===== src/rtl/cll_pkg.sv =====
`default_nettype none
package cll_pkg;

   localparam int SLOTS       = 16;
   localparam int SLOT_W      = $clog2(SLOTS);
   localparam int LINK_W      = SLOT_W + 1;
   localparam int MAX_RESULTS = 16;
   localparam int NRES_W      = $clog2(MAX_RESULTS);

   localparam logic [1:0] MODE_LIST   = 2'd0;
   localparam logic [1:0] MODE_APPEND = 2'd1;
   localparam logic [1:0] MODE_DELETE = 2'd2;

   localparam logic [1:0] STATUS_OK        = 2'd0;
   localparam logic [1:0] STATUS_EMPTY     = 2'd1;
   localparam logic [1:0] STATUS_FULL      = 2'd2;
   localparam logic [1:0] STATUS_NOT_FOUND = 2'd3;

   localparam logic [1:0] SRC_ZERO = 2'd0;
   localparam logic [1:0] SRC_CUR  = 2'd1;
   localparam logic [1:0] SRC_SCAN = 2'd2;

   typedef struct packed {
      logic        [1:0]  mode;
      logic signed [15:0] value;
   } cll_req_type;

   typedef struct packed {
      logic signed [15:0] value_out;
      logic        [3:0]  slot;
      logic        [1:0]  status;
      logic               last;
   } cll_rsp_type;

   typedef struct packed {
      logic       latch_req;
      logic       start_list;
      logic       start_scan;
      logic       start_del;
      logic       scan_step;
      logic       rd_en;
      logic       list_emit;
      logic       app_node;
      logic       app_link;
      logic       del_step;
      logic       del_unlink;
      logic       set_result;
      logic [1:0] res_status;
      logic [1:0] res_slot_src;
      logic       emit_pending;
   } cll_cmd_type;

   typedef struct packed {
      logic [1:0] mode;
      logic       head_valid;
      logic       scan_free;
      logic       scan_done;
      logic       rd_match;
      logic       rd_end;
      logic       list_last;
      logic       out_free;
   } cll_sts_type;

endpackage
`default_nettype wire


===== src/rtl/cll_ram.sv =====
`default_nettype none
module cll_ram #(
   parameter int WIDTH = 16,
   parameter int DEPTH = 16
) (
   input  wire logic                     clock,
   input  wire logic                     wr_en,
   input  wire logic [$clog2(DEPTH)-1:0] wr_addr,
   input  wire logic [WIDTH-1:0]         wr_data,
   input  wire logic                     rd_en,
   input  wire logic [$clog2(DEPTH)-1:0] rd_addr,
   output logic      [WIDTH-1:0]         rd_data
);

   logic [WIDTH-1:0] mem [DEPTH];
   logic [WIDTH-1:0] rd_data_ff;

   always_ff @(posedge clock) begin
      if (wr_en) begin
         mem[wr_addr] <= wr_data;
      end
      if (rd_en) begin
         rd_data_ff <= mem[rd_addr];
      end
   end

   assign rd_data = rd_data_ff;

endmodule
`default_nettype wire


===== src/rtl/cll_ctrl.sv =====
`default_nettype none
module cll_ctrl (
   input  wire logic                 clock,
   input  wire logic                 reset,
   input  wire logic                 req_valid,
   input  wire cll_pkg::cll_sts_type sts,
   output logic                      req_stall,
   output cll_pkg::cll_cmd_type      cmd
);
   import cll_pkg::*;

   localparam logic [3:0] ST_IDLE     = 4'd0;
   localparam logic [3:0] ST_DECODE   = 4'd1;
   localparam logic [3:0] ST_SCAN     = 4'd2;
   localparam logic [3:0] ST_APP_NODE = 4'd3;
   localparam logic [3:0] ST_APP_LINK = 4'd4;
   localparam logic [3:0] ST_LIST_RD  = 4'd5;
   localparam logic [3:0] ST_LIST_OUT = 4'd6;
   localparam logic [3:0] ST_DEL_RD   = 4'd7;
   localparam logic [3:0] ST_DEL_CHK  = 4'd8;
   localparam logic [3:0] ST_EMIT     = 4'd9;

   logic [3:0] state_ff;
   logic [3:0] state_in;

   assign req_stall = (state_ff != ST_IDLE);

   always_comb begin
      state_in = state_ff;
      cmd      = '0;
      unique case (state_ff)
         ST_IDLE: begin
            if (req_valid) begin
               cmd.latch_req = 1'b1;
               state_in      = ST_DECODE;
            end
         end
         ST_DECODE: begin
            unique case (sts.mode)
               MODE_LIST: begin
                  if (sts.head_valid) begin
                     cmd.start_list = 1'b1;
                     state_in       = ST_LIST_RD;
                  end else begin
                     cmd.set_result   = 1'b1;
                     cmd.res_status   = STATUS_EMPTY;
                     cmd.res_slot_src = SRC_ZERO;
                     state_in         = ST_EMIT;
                  end
               end
               MODE_APPEND: begin
                  cmd.start_scan = 1'b1;
                  state_in       = ST_SCAN;
               end
               MODE_DELETE: begin
                  if (sts.head_valid) begin
                     cmd.start_del = 1'b1;
                     state_in      = ST_DEL_RD;
                  end else begin
                     cmd.set_result   = 1'b1;
                     cmd.res_status   = STATUS_EMPTY;
                     cmd.res_slot_src = SRC_ZERO;
                     state_in         = ST_EMIT;
                  end
               end
               default: begin
                  state_in = ST_IDLE;
               end
            endcase
         end
         ST_SCAN: begin
            if (sts.scan_free) begin
               state_in = ST_APP_NODE;
            end else if (sts.scan_done) begin
               cmd.set_result   = 1'b1;
               cmd.res_status   = STATUS_FULL;
               cmd.res_slot_src = SRC_ZERO;
               state_in         = ST_EMIT;
            end else begin
               cmd.scan_step = 1'b1;
            end
         end
         ST_APP_NODE: begin
            cmd.app_node = 1'b1;
            if (sts.head_valid) begin
               state_in = ST_APP_LINK;
            end else begin
               cmd.set_result   = 1'b1;
               cmd.res_status   = STATUS_OK;
               cmd.res_slot_src = SRC_SCAN;
               state_in         = ST_EMIT;
            end
         end
         ST_APP_LINK: begin
            cmd.app_link     = 1'b1;
            cmd.set_result   = 1'b1;
            cmd.res_status   = STATUS_OK;
            cmd.res_slot_src = SRC_SCAN;
            state_in         = ST_EMIT;
         end
         ST_LIST_RD: begin
            cmd.rd_en = 1'b1;
            state_in  = ST_LIST_OUT;
         end
         ST_LIST_OUT: begin
            if (sts.out_free) begin
               cmd.list_emit = 1'b1;
               state_in      = sts.list_last ? ST_IDLE : ST_LIST_RD;
            end
         end
         ST_DEL_RD: begin
            cmd.rd_en = 1'b1;
            state_in  = ST_DEL_CHK;
         end
         ST_DEL_CHK: begin
            if (sts.rd_match) begin
               cmd.del_unlink   = 1'b1;
               cmd.set_result   = 1'b1;
               cmd.res_status   = STATUS_OK;
               cmd.res_slot_src = SRC_CUR;
               state_in         = ST_EMIT;
            end else if (sts.rd_end) begin
               cmd.set_result   = 1'b1;
               cmd.res_status   = STATUS_NOT_FOUND;
               cmd.res_slot_src = SRC_ZERO;
               state_in         = ST_EMIT;
            end else begin
               cmd.del_step = 1'b1;
               state_in     = ST_DEL_RD;
            end
         end
         ST_EMIT: begin
            if (sts.out_free) begin
               cmd.emit_pending = 1'b1;
               state_in         = ST_IDLE;
            end
         end
         default: begin
            state_in = ST_IDLE;
         end
      endcase
   end

   always_ff @(posedge clock) begin
      if (reset) begin
         state_ff <= ST_IDLE;
      end else begin
         state_ff <= state_in;
      end
   end

endmodule
`default_nettype wire


===== src/rtl/cll_datapath.sv =====
`default_nettype none
module cll_datapath (
   input  wire logic                 clock,
   input  wire logic                 reset,
   input  wire cll_pkg::cll_req_type req_data,
   input  wire logic                 rsp_stall,
   input  wire cll_pkg::cll_cmd_type cmd,
   output cll_pkg::cll_sts_type      sts,
   output logic                      rsp_valid,
   output cll_pkg::cll_rsp_type      rsp_data
);
   import cll_pkg::*;

   cll_req_type        req_ff,         req_in;
   logic [SLOT_W-1:0]  cur_ff,         cur_in;
   logic [SLOT_W-1:0]  prev_ff,        prev_in;
   logic               prev_valid_ff,  prev_valid_in;
   logic [SLOT_W-1:0]  cnt_ff,         cnt_in;
   logic [NRES_W-1:0]  nres_ff,        nres_in;
   logic [SLOT_W-1:0]  head_ff,        head_in;
   logic               head_valid_ff,  head_valid_in;
   logic [SLOT_W-1:0]  tail_ff,        tail_in;
   logic [SLOTS-1:0]   used_ff,        used_in;
   logic signed [15:0] pend_value_ff,  pend_value_in;
   logic [SLOT_W-1:0]  pend_slot_ff,   pend_slot_in;
   logic [1:0]         pend_status_ff, pend_status_in;
   cll_rsp_type        rsp_ff,         rsp_in;
   logic               rsp_valid_ff,   rsp_valid_in;

   logic [15:0]       val_rd;
   logic [LINK_W-1:0] link_rd;
   logic [SLOT_W-1:0] link_next;
   logic              link_end;
   logic              link_wr_en;
   logic [SLOT_W-1:0] link_wr_addr;
   logic [LINK_W-1:0] link_wr_data;

   assign link_next = link_rd[SLOT_W-1:0];
   assign link_end  = link_rd[SLOT_W];

   cll_ram #(.WIDTH(16), .DEPTH(SLOTS)) u_value_ram (
      .clock   (clock),
      .wr_en   (cmd.app_node),
      .wr_addr (cnt_ff),
      .wr_data (req_ff.value),
      .rd_en   (cmd.rd_en),
      .rd_addr (cur_ff),
      .rd_data (val_rd)
   );

   cll_ram #(.WIDTH(LINK_W), .DEPTH(SLOTS)) u_link_ram (
      .clock   (clock),
      .wr_en   (link_wr_en),
      .wr_addr (link_wr_addr),
      .wr_data (link_wr_data),
      .rd_en   (cmd.rd_en),
      .rd_addr (cur_ff),
      .rd_data (link_rd)
   );

   always_comb begin
      link_wr_en   = 1'b0;
      link_wr_addr = cnt_ff;
      link_wr_data = {1'b1, {SLOT_W{1'b0}}};
      priority if (cmd.app_node) begin
         link_wr_en = 1'b1;
      end else if (cmd.app_link) begin
         link_wr_en   = 1'b1;
         link_wr_addr = tail_ff;
         link_wr_data = {1'b0, cnt_ff};
      end else if (cmd.del_unlink && prev_valid_ff) begin
         link_wr_en   = 1'b1;
         link_wr_addr = prev_ff;
         link_wr_data = {link_end, link_next};
      end
   end

   assign sts.mode       = req_ff.mode;
   assign sts.head_valid = head_valid_ff;
   assign sts.scan_free  = !used_ff[cnt_ff];
   assign sts.scan_done  = (cnt_ff == SLOT_W'(SLOTS - 1));
   assign sts.rd_match   = (val_rd == req_ff.value);
   assign sts.rd_end     = link_end;
   assign sts.list_last  = link_end || (nres_ff == NRES_W'(MAX_RESULTS - 1));
   assign sts.out_free   = !rsp_valid_ff || !rsp_stall;

   always_comb begin
      req_in         = req_ff;
      cur_in         = cur_ff;
      prev_in        = prev_ff;
      prev_valid_in  = prev_valid_ff;
      cnt_in         = cnt_ff;
      nres_in        = nres_ff;
      head_in        = head_ff;
      head_valid_in  = head_valid_ff;
      tail_in        = tail_ff;
      used_in        = used_ff;
      pend_value_in  = pend_value_ff;
      pend_slot_in   = pend_slot_ff;
      pend_status_in = pend_status_ff;
      rsp_in         = rsp_ff;
      rsp_valid_in   = rsp_valid_ff && rsp_stall;

      if (cmd.latch_req) begin
         req_in = req_data;
      end
      if (cmd.start_list) begin
         cur_in  = head_ff;
         nres_in = '0;
      end
      if (cmd.start_scan) begin
         cnt_in = '0;
      end
      if (cmd.scan_step) begin
         cnt_in = cnt_ff + 1'b1;
      end
      if (cmd.start_del) begin
         cur_in        = head_ff;
         prev_valid_in = 1'b0;
      end
      if (cmd.del_step) begin
         prev_in       = cur_ff;
         prev_valid_in = 1'b1;
         cur_in        = link_next;
      end
      if (cmd.app_node) begin
         used_in[cnt_ff] = 1'b1;
         if (!head_valid_ff) begin
            head_in       = cnt_ff;
            head_valid_in = 1'b1;
            tail_in       = cnt_ff;
         end
      end
      if (cmd.app_link) begin
         tail_in = cnt_ff;
      end
      if (cmd.del_unlink) begin
         used_in[cur_ff] = 1'b0;
         if (!prev_valid_ff) begin
            if (link_end) begin
               head_valid_in = 1'b0;
            end else begin
               head_in = link_next;
            end
         end
         if (link_end) begin
            tail_in = prev_ff;
         end
      end
      if (cmd.set_result) begin
         pend_status_in = cmd.res_status;
         pend_value_in  = (req_ff.mode == MODE_LIST) ? 16'sd0 : req_ff.value;
         unique case (cmd.res_slot_src)
            SRC_CUR:  pend_slot_in = cur_ff;
            SRC_SCAN: pend_slot_in = cnt_ff;
            default:  pend_slot_in = '0;
         endcase
      end
      if (cmd.list_emit) begin
         rsp_in.value_out = val_rd;
         rsp_in.slot      = 4'(cur_ff);
         rsp_in.status    = STATUS_OK;
         rsp_in.last      = sts.list_last;
         rsp_valid_in     = 1'b1;
         cur_in           = link_next;
         nres_in          = nres_ff + 1'b1;
      end
      if (cmd.emit_pending) begin
         rsp_in.value_out = pend_value_ff;
         rsp_in.slot      = 4'(pend_slot_ff);
         rsp_in.status    = pend_status_ff;
         rsp_in.last      = 1'b1;
         rsp_valid_in     = 1'b1;
      end
   end

   always_ff @(posedge clock) begin
      if (reset) begin
         head_valid_ff <= 1'b0;
         used_ff       <= '0;
         rsp_valid_ff  <= 1'b0;
         prev_valid_ff <= 1'b0;
      end else begin
         head_valid_ff <= head_valid_in;
         used_ff       <= used_in;
         rsp_valid_ff  <= rsp_valid_in;
         prev_valid_ff <= prev_valid_in;
      end
   end

   always_ff @(posedge clock) begin
      req_ff         <= req_in;
      cur_ff         <= cur_in;
      prev_ff        <= prev_in;
      cnt_ff         <= cnt_in;
      nres_ff        <= nres_in;
      head_ff        <= head_in;
      tail_ff        <= tail_in;
      pend_value_ff  <= pend_value_in;
      pend_slot_ff   <= pend_slot_in;
      pend_status_ff <= pend_status_in;
      rsp_ff         <= rsp_in;
   end

   assign rsp_valid = rsp_valid_ff;
   assign rsp_data  = rsp_ff;

   // The list is empty exactly when no slot is in use.
   a_head_matches_used: assert property (@(posedge clock) disable iff (reset)
      head_valid_ff == (used_ff != '0))
      else $error("head marker disagrees with slot usage");

   a_head_used: assert property (@(posedge clock) disable iff (reset)
      head_valid_ff |-> (used_ff[head_ff] && used_ff[tail_ff]))
      else $error("head or tail names a free slot");

   a_append_free: assert property (@(posedge clock) disable iff (reset)
      cmd.app_node |-> !used_ff[cnt_ff])
      else $error("append into a slot in use");

   a_read_used: assert property (@(posedge clock) disable iff (reset)
      cmd.rd_en |-> used_ff[cur_ff])
      else $error("walk reached a free slot");

   a_no_overwrite: assert property (@(posedge clock) disable iff (reset)
      (cmd.list_emit || cmd.emit_pending) |-> (!rsp_valid_ff || !rsp_stall))
      else $error("result register loaded while still held");

endmodule
`default_nettype wire


===== src/rtl/cursor_linked_list_engine.sv =====
// Channel  Direction  Handshake           Payload
// req      in         req_valid/req_stall cll_req_type {mode, value}
// rsp      out        rsp_valid/rsp_stall cll_rsp_type {value_out, slot, status, last}
//
// One command is worked on at a time; the next is taken once its last result is registered (an unused mode gives none).
// List reads each entry and then emits it, entry by entry; delete reads and checks each visited entry in turn.
// Append scans for a free slot, one slot per cycle, then writes the node and links it behind the old tail.
// Synchronous reset empties the list at once: every slot is marked free, no sweep is needed.
// A stalled result holds in the output register and the sequencer waits on it.
`default_nettype none
module cursor_linked_list_engine (
   input  wire logic                 clock,
   input  wire logic                 reset,
   input  wire logic                 req_valid,
   output logic                      req_stall,
   input  wire cll_pkg::cll_req_type req_data,
   output logic                      rsp_valid,
   input  wire logic                 rsp_stall,
   output cll_pkg::cll_rsp_type      rsp_data
);
   import cll_pkg::*;

   cll_cmd_type cmd;
   cll_sts_type sts;

   cll_ctrl u_ctrl (
      .clock     (clock),
      .reset     (reset),
      .req_valid (req_valid),
      .sts       (sts),
      .req_stall (req_stall),
      .cmd       (cmd)
   );

   cll_datapath u_datapath (
      .clock     (clock),
      .reset     (reset),
      .req_data  (req_data),
      .rsp_stall (rsp_stall),
      .cmd       (cmd),
      .sts       (sts),
      .rsp_valid (rsp_valid),
      .rsp_data  (rsp_data)
   );

endmodule
`default_nettype wire


===== config.mk =====
export PLATFORM = sky130hd
export DESIGN_NAME = cursor_linked_list_engine
export DESIGN_NICKNAME = d
export VERILOG_FILES = /design/src/rtl/cll_pkg.sv /design/src/rtl/cll_ram.sv /design/src/rtl/cll_ctrl.sv /design/src/rtl/cll_datapath.sv /design/src/rtl/cursor_linked_list_engine.sv
export SDC_FILE = /design/constraint.sdc
export NUM_CORES = 1
export LEC_CHECK = 0
export BUFFER_PORTS_ARGS = -buffer_cell sky130_fd_sc_hd__buf_2
export CAP_MARGIN = 20
export CORE_UTILIZATION = 55
export CTS_CLUSTER_SIZE = 20
export DETAILED_ROUTE_END_ITERATION = 7
export PLACE_DENSITY = 0.72
export SYNTH_ARGS = -nofsm -noshare
export SYNTH_HDL_FRONTEND = slang
export SYNTH_SLANG_ARGS = --single-unit
export TNS_END_PERCENT = 30

===== constraint.sdc =====
create_clock -name clock -period 8.9 [get_ports clock]
set_input_delay 1.78 -clock clock [delete_from_list [all_inputs] [get_ports clock]]
set_output_delay 1.78 -clock clock [all_outputs]
set_load 0.005 [all_outputs]

; ---- Yosys cells after proc, flatten, opt, wreduce, memory -nomap -nowiden
; Memory sizes are Yosys's and may differ from the RTL's. A register that Yosys moved wholly into a read port is not among the register bits.
; Index checks and enable logic that the tools add are counted.
[word_totals]
ff_bits = 110
output_inout_bits = 25
ram_bits = 336
in_bits = 22
wordCells = 161
mem_count = 2
[op_classes]
eq_ne = 20
magnitude_cmp = 4
mux = 91
n_addsub = 2
bitwise = 3
reduce_logical = 19
[mem_list]
columns = memory, words, word_bits, read_ports, rd_clocked_by_memory_dff, wr, line_no
row1 = u_datapath.u_value_ram.mem, 16, 16, 1, 1, 1, cll_ram.sv:15  ; logic [WIDTH-1:0] mem [DEPTH];
row2 = u_datapath.u_link_ram.mem, 16, 5, 1, 1, 1, cll_ram.sv:15
[ops]
columns = operator, n
row1 = two-way mux 4 bit, 31
row2 = two-way mux 5 bit, 10
row3 = two-way mux 23 bit, 2
row4 = case mux 4 bit (10 select lines), 1
row5 = two-way mux 1 bit, 36
row6 = two-way mux 16 bit, 2
row7 = case mux 5 bit (5 select lines), 1
row8 = bitwise AND 16 bit, 1
row9 = == test 16 bit, 1
row10 = == test 4 x 3 -> 1 bit (second input constant), 4
row11 = == test 4 bit (second input constant), 4
row12 = NOT 16 bit, 1
row13 = bitwise OR 16 bit, 1
row14 = case mux 4 bit (3 select lines), 1
row15 = less-than comparator 4 x 5 -> 1 bit (second input constant), 2
row16 = adder 4 x 1 -> 4 bit (second input constant), 2
row17 = demux 1 bit (select 4 bit), 2
row18 = == test 4 x 2 -> 1 bit (second input constant), 2
row19 = greater-or-equal comparator 4 x 1 -> 1 bit (second input constant), 2
row20 = case mux 4 bit (2 select lines), 1
row21 = nonzero test 2 bit, 4
row22 = nonzero test 4 bit, 2
row23 = two-way mux 3 bit, 2
row24 = inequality test 2 bit (second input constant), 3
row25 = 13 further kinds, 21

; ---- Depth between registers and ports, before layout
[depth]
depth_word = 9
depth_mapped = 8

; ---- By module
; From an unflattened synthesis, not the netlist that was laid out.
[unflattened]
hier_cells = 1061
hier_area_um2 = 18811.8
[modules_own_cells]
columns = module, instances, cells_each, seq_area_each_um2, area_each_um2
row1 = cll_ram (u_datapath.u_value_ram), 1, 432, 8167.8, 10202.3
row2 = cll_datapath, 1, 392, 2902.8, 4760.8
row3 = cll_ram (u_datapath.u_link_ram), 1, 155, 2552.4, 3263.1
row4 = cll_ctrl, 1, 82, 80.1, 585.6

; ---- Worst setup path before layout
; OpenSTA, ideal clock, no wires.
[synth_timing]
path_type = reg-to-reg
startpoint = reg u_datapath.cnt_ff[0]
endpoint = reg u_datapath.pend_slot_ff[0], enable pin
setup_time_ns = 0.435
stages_incl_launch_ff = 6
path_buffers = 1
setup_slack_ns = 5.446
arrival_ns = 3.019
required_time_ns = 8.465
path_cell_list = edfxtp_1 > clkbuf_1 > mux4_2 > a2bb2oi_1 > nand2_1 > o31ai_1
[synth_lines]
columns = element, line_no
row1 = start: declaration, cll_datapath.sv:18  ; logic [SLOT_W-1:0] cnt_ff, cnt_in;
row2 = start signal: assignment, cll_datapath.sv:195  ; cnt_ff <= cnt_in;
row3 = end signal: assignment, cll_datapath.sv:200  ; pend_slot_ff <= pend_slot_in;
row4 = end: declaration, cll_datapath.sv:25  ; logic [SLOT_W-1:0] pend_slot_ff, pend_slot_in;

; ---- Worst setup path in the final report
[layout_timing]
startpoint = reg u_datapath.req_ff[5] in the netlist's numbering
endpoint = mem u_datapath.u_link_ram.mem[4][3] in the netlist's numbering, enable pin
[layout_between]
elab_chain_cells = 9
word_cells_on_any_way = 12
classes_between = eq/ne: 1 / mux: 10 / reduce/logical: 1
[layout_rtl]
columns = element, line_no
row1 = start: declaration, cll_datapath.sv:14  ; cll_req_type req_ff, req_in;
row2 = start signal: assignment, cll_datapath.sv:192  ; req_ff <= req_in;
row3 = == test 16 bit (*), cll_datapath.sv:82  ; assign sts.rd_match = (val_rd == req_ff.value);
row4 = two-way mux 1 bit (*), cll_ctrl.sv:116  ; if (sts.rd_match) begin
row5 = two-way mux 2 bit (*), cll_ctrl.sv:31  ; unique case (state_ff)
row6 = logical AND 1 bit (*), cll_datapath.sv:71  ; end else if (cmd.del_unlink && prev_valid_ff) begin
row7 = two-way mux 1 bit, cll_datapath.sv:71
row8 = two-way mux 1 bit, cll_datapath.sv:67  ; end else if (cmd.app_link) begin
row9 = two-way mux 1 bit, cll_datapath.sv:65  ; priority if (cmd.app_node) begin
row10 = two-way mux 1 bit, cll_ram.sv:19  ; if (wr_en) begin
row11 = two-way mux 1 bit (not written as such), cll_ram.sv:20  ; mem[wr_addr] <= wr_data;
row12 = end: declaration, cll_ram.sv:15
; Every way passes the cells marked *; elsewhere a longest branch is shown, timed or not.

==> flow_metrics.tcl <==
set metrics [dict create \
    first_pass_iters 5 \
    ys_ff_latch 467 \
    vdd_drop_max_uv 170 \
    path_max_fanout 18 \
    yosys.area.top_type "edfxtp_1" \
    cts_made_buffers 46 \
    port_buffers 46 \
    die_w_um 187 \
    crit_path_top_delay_cell "nor4_1" \
    power.switching_uw 1330 \
    gr-total-overflow 0 \
    final_common_cell "edfxtp_1" \
    synth_ff_type "edfxtp_1" \
    vias 9676 \
    grt_first_pass_wirelength_um 61300 \
    antenna_cells 0 \
    cts_root_buf "clkbuf_16" \
    rows 67 \
    rsz0062_at_grt "no" \
    area_growth_pct 12.8 \
    p_leak_uw 0.00680 \
    fin_skew_ns 0.0330 \
    crit_path_start_kind "register" \
    synth.cell_area_mm2 0.0187 \
    setup_viol 0 \
    htreeDepth 2 \
    cts_sinks 467 \
    fin_crit_ns 3.77 \
    synth.distinct_cells 70 \
    status "completed" \
    crit_type "register to register" \
    seq_power_share_pct 52.8 \
    detailed_place_hpwl_um 23900 \
    grt_pass1_vias 9464 \
    avgSynthCellArea_um2 19.5 \
    die_area_mm2 0.0348 \
    track_usage_pct 24.0 \
    post_cts_resized 0 \
    async_flop_share_pct 0 \
    post-route-period-util_pct 42.3 \
    cts_buffer_depth 3 \
    p_clk_share_pct 35.8 \
    tns_ns 0 \
    start_util_pct 55.9 \
    worst_pin_slew_ns 0.988 \
    synthTopCellsByArea "edfxtp_1 70%, mux4_2 13%, dfxtp_1 3.4%" \
    endpoint_kind "register" \
    netlist_instances 959 \
    fmax_ghz 0.265 \
    route.detailed.drc 0 \
    power.share.switching_pct 25.0 \
    fin_nets 1067 \
    synth_nets 988 \
    p_int_uw 4000 \
    final_cell_mix "435 x edfxtp_1, 107 x mux4_2, 49 x buf_2, 46 x clkbuf_16, 37 x nor2_1" \
    holdBufCountCts 0 \
    slew_violations 0 \
    r2r_slack_ns 5.13 \
    slew_headroom_pct 33.5 \
    yosysSeqAreaShare_pct 73.2 \
    fillers 2312 \
    p_per_area_mw_per_mm2 252 \
    drv_cap 0 \
    cts_setup_buffers 0 \
    crit_required_ns 9.08 \
    hp-class "register to register" \
    synthDominantCellAreaShare_pct 69.7 \
    cp_cell_sequence "xor2_1, nor4_2, and4_1, nand3_2, o221a_2, nor4_1" \
    place.gp.congestion 0.872 \
    insertion_delay_ns 0.56 \
    worstPathArrival_ns 3.95 \
    grt_max_degree 54 \
    ant_nets 0 \
    cts_tree "built" \
    final_hold_viol_count 0 \
    ios 47 \
    layout-drive-gt1-share_pct 27.8 \
    pwr-share-comb_pct 11.4 \
    wirelength_um 41100 \
    slowest_delay_ns 0.85 \
    core_area_mm2 0.0335 \
    path_clk_slew_ns 0.06 \
    wl_per_cell_um 27.0 \
    synth-edff-count 435 \
    yosysWarnings 0 \
    setup_slack_ns 5.13 \
    antenna_found_initial 0 \
    pre_cts_ws_ns 4.93 \
    drt_iter0_drc 1286 \
    routed_via_density 6.36 \
    die_h_um 187 \
]
final cells by class:
class,instances,area (µm²),share of cell area [%]
Clock inverter,27,297,1.40
Multi-Input combinational cell,425,4770,22.6
Sequential cell,467,13700,64.9
Tap cell,448,561,2.65
Timing Repair Buffer,82,543,2.57
Inverter,16,60.1,0.284
Clock buffer,57,1190,5.65
through the flow:
stage	instance area (µm²)	std cells	power, µW	utilization, %	hold WS (ns)
floorplan	18700	959	3230	-	0.424
global placement	19500	1428	3440	58.2	0.466
detailed placement	19600	1431	3460	58.4	0.485
CTS	21100	1515	5350	62.8	0.496
global route	21100	1522	5500	63.0	0.508
finish	21100	1522	5330	63.0	0.497
logic make-up (layout without fill, tap and decap cells):
kind of cell	Yosys count	count (layout)	share of synthesized area, %
fa+ha+maj	7	7	0.468
mux	119	119	13.5
flops	467	467	73.2
simple gates	164	164	5.18
buf+inv	67	182	1.50
xor+xnor	20	20	0.935
compound gates	115	115	5.21
metal layers:
| layer | part of all wire [%] | GRT usage [%] | vias to the layer above |
|---|---|---|---|
| li1 | - | - | 4137 |
| met4 | 1.8 | 5.14 | 0 |
| met1 | 42 | 35.3 | 5019 |
| met2 | 48 | 37.6 | 462 |
| met3 | 8.6 | 4.87 | 58 |
| met5 | 0 | 0 | - |
sequential cells by signal (all words and copies together) (netlist names):
signal,count
u_datapath.u_value_ram.mem,256
u_datapath.u_link_ram.mem,80
u_datapath.rsp_data,23
u_datapath.pend_value_ff,16
u_datapath.req_ff,16
u_datapath.u_value_ram.rd_data,16
u_datapath.used_ff,16
u_datapath.u_link_ram.rd_data,5
u_ctrl.state_ff,4
u_datapath.cnt_ff,4
u_datapath.cur_ff,4
u_datapath.head_ff,4
u_datapath.nres_ff,4
u_datapath.pend_slot_ff,4
u_datapath.prev_ff,4
u_datapath.tail_ff,4
u_datapath.pend_status_ff,2
u_datapath.sts,2
u_datapath.head_valid_ff,1
u_datapath.prev_valid_ff,1
u_datapath.rsp_valid,1
worst paths after layout:
check / from / end / depth (start not counted)
worst min register to register: u_datapath.tail_ff[0]$_DFF_P_ / u_datapath.tail_ff[0]$_DFF_P_ / 2
worst max register to register: u_datapath.req_ff[5]$_DFFE_PP_ / u_datapath.u_link_ram.mem[4][3]$_DFFE_PP_ / 6
worst min-delay path: u_datapath.tail_ff[0]$_DFF_P_ / u_datapath.tail_ff[0]$_DFF_P_ / 2
worst max-delay path: u_datapath.req_ff[5]$_DFFE_PP_ / u_datapath.u_link_ram.mem[4][3]$_DFFE_PP_ / 6
worst max-delay path: cells and delay by family, from the launching register on:
family / cells / cell delay (ns)
AND/OR/NAND/NOR: 4 / 2.16
AO/OA/AOI/OAI: 1 / 0.36
flip-flops: 1 / 0.62
XOR/XNOR: 1 / 0.26
cells in the mapped netlist (13+ instances only):
cell / number
a22o_1: 24
clkbuf_1: 32
dfxtp_1: 32
edfxtp_1: 435
inv_1: 14
mux4_2: 107
nand2_1: 26
nor2_1: 37
nor2b_1: 18
o21ai_0: 13
xor2_1: 17
power by group through the flow:
| stage | clock, µW | sequential (µW) | combinational, µW |
|---|---|---|---|
| detailed placement | 0 | 2850 | 604 |
| global placement | 0 | 2840 | 592 |
| floorplan | 0 | 2780 | 455 |
| finish | 1910 | 2810 | 609 |
| CTS | 1930 | 2810 | 609 |
| global route | 2010 | 2830 | 656 |
(Power assumes the default switching activity.)
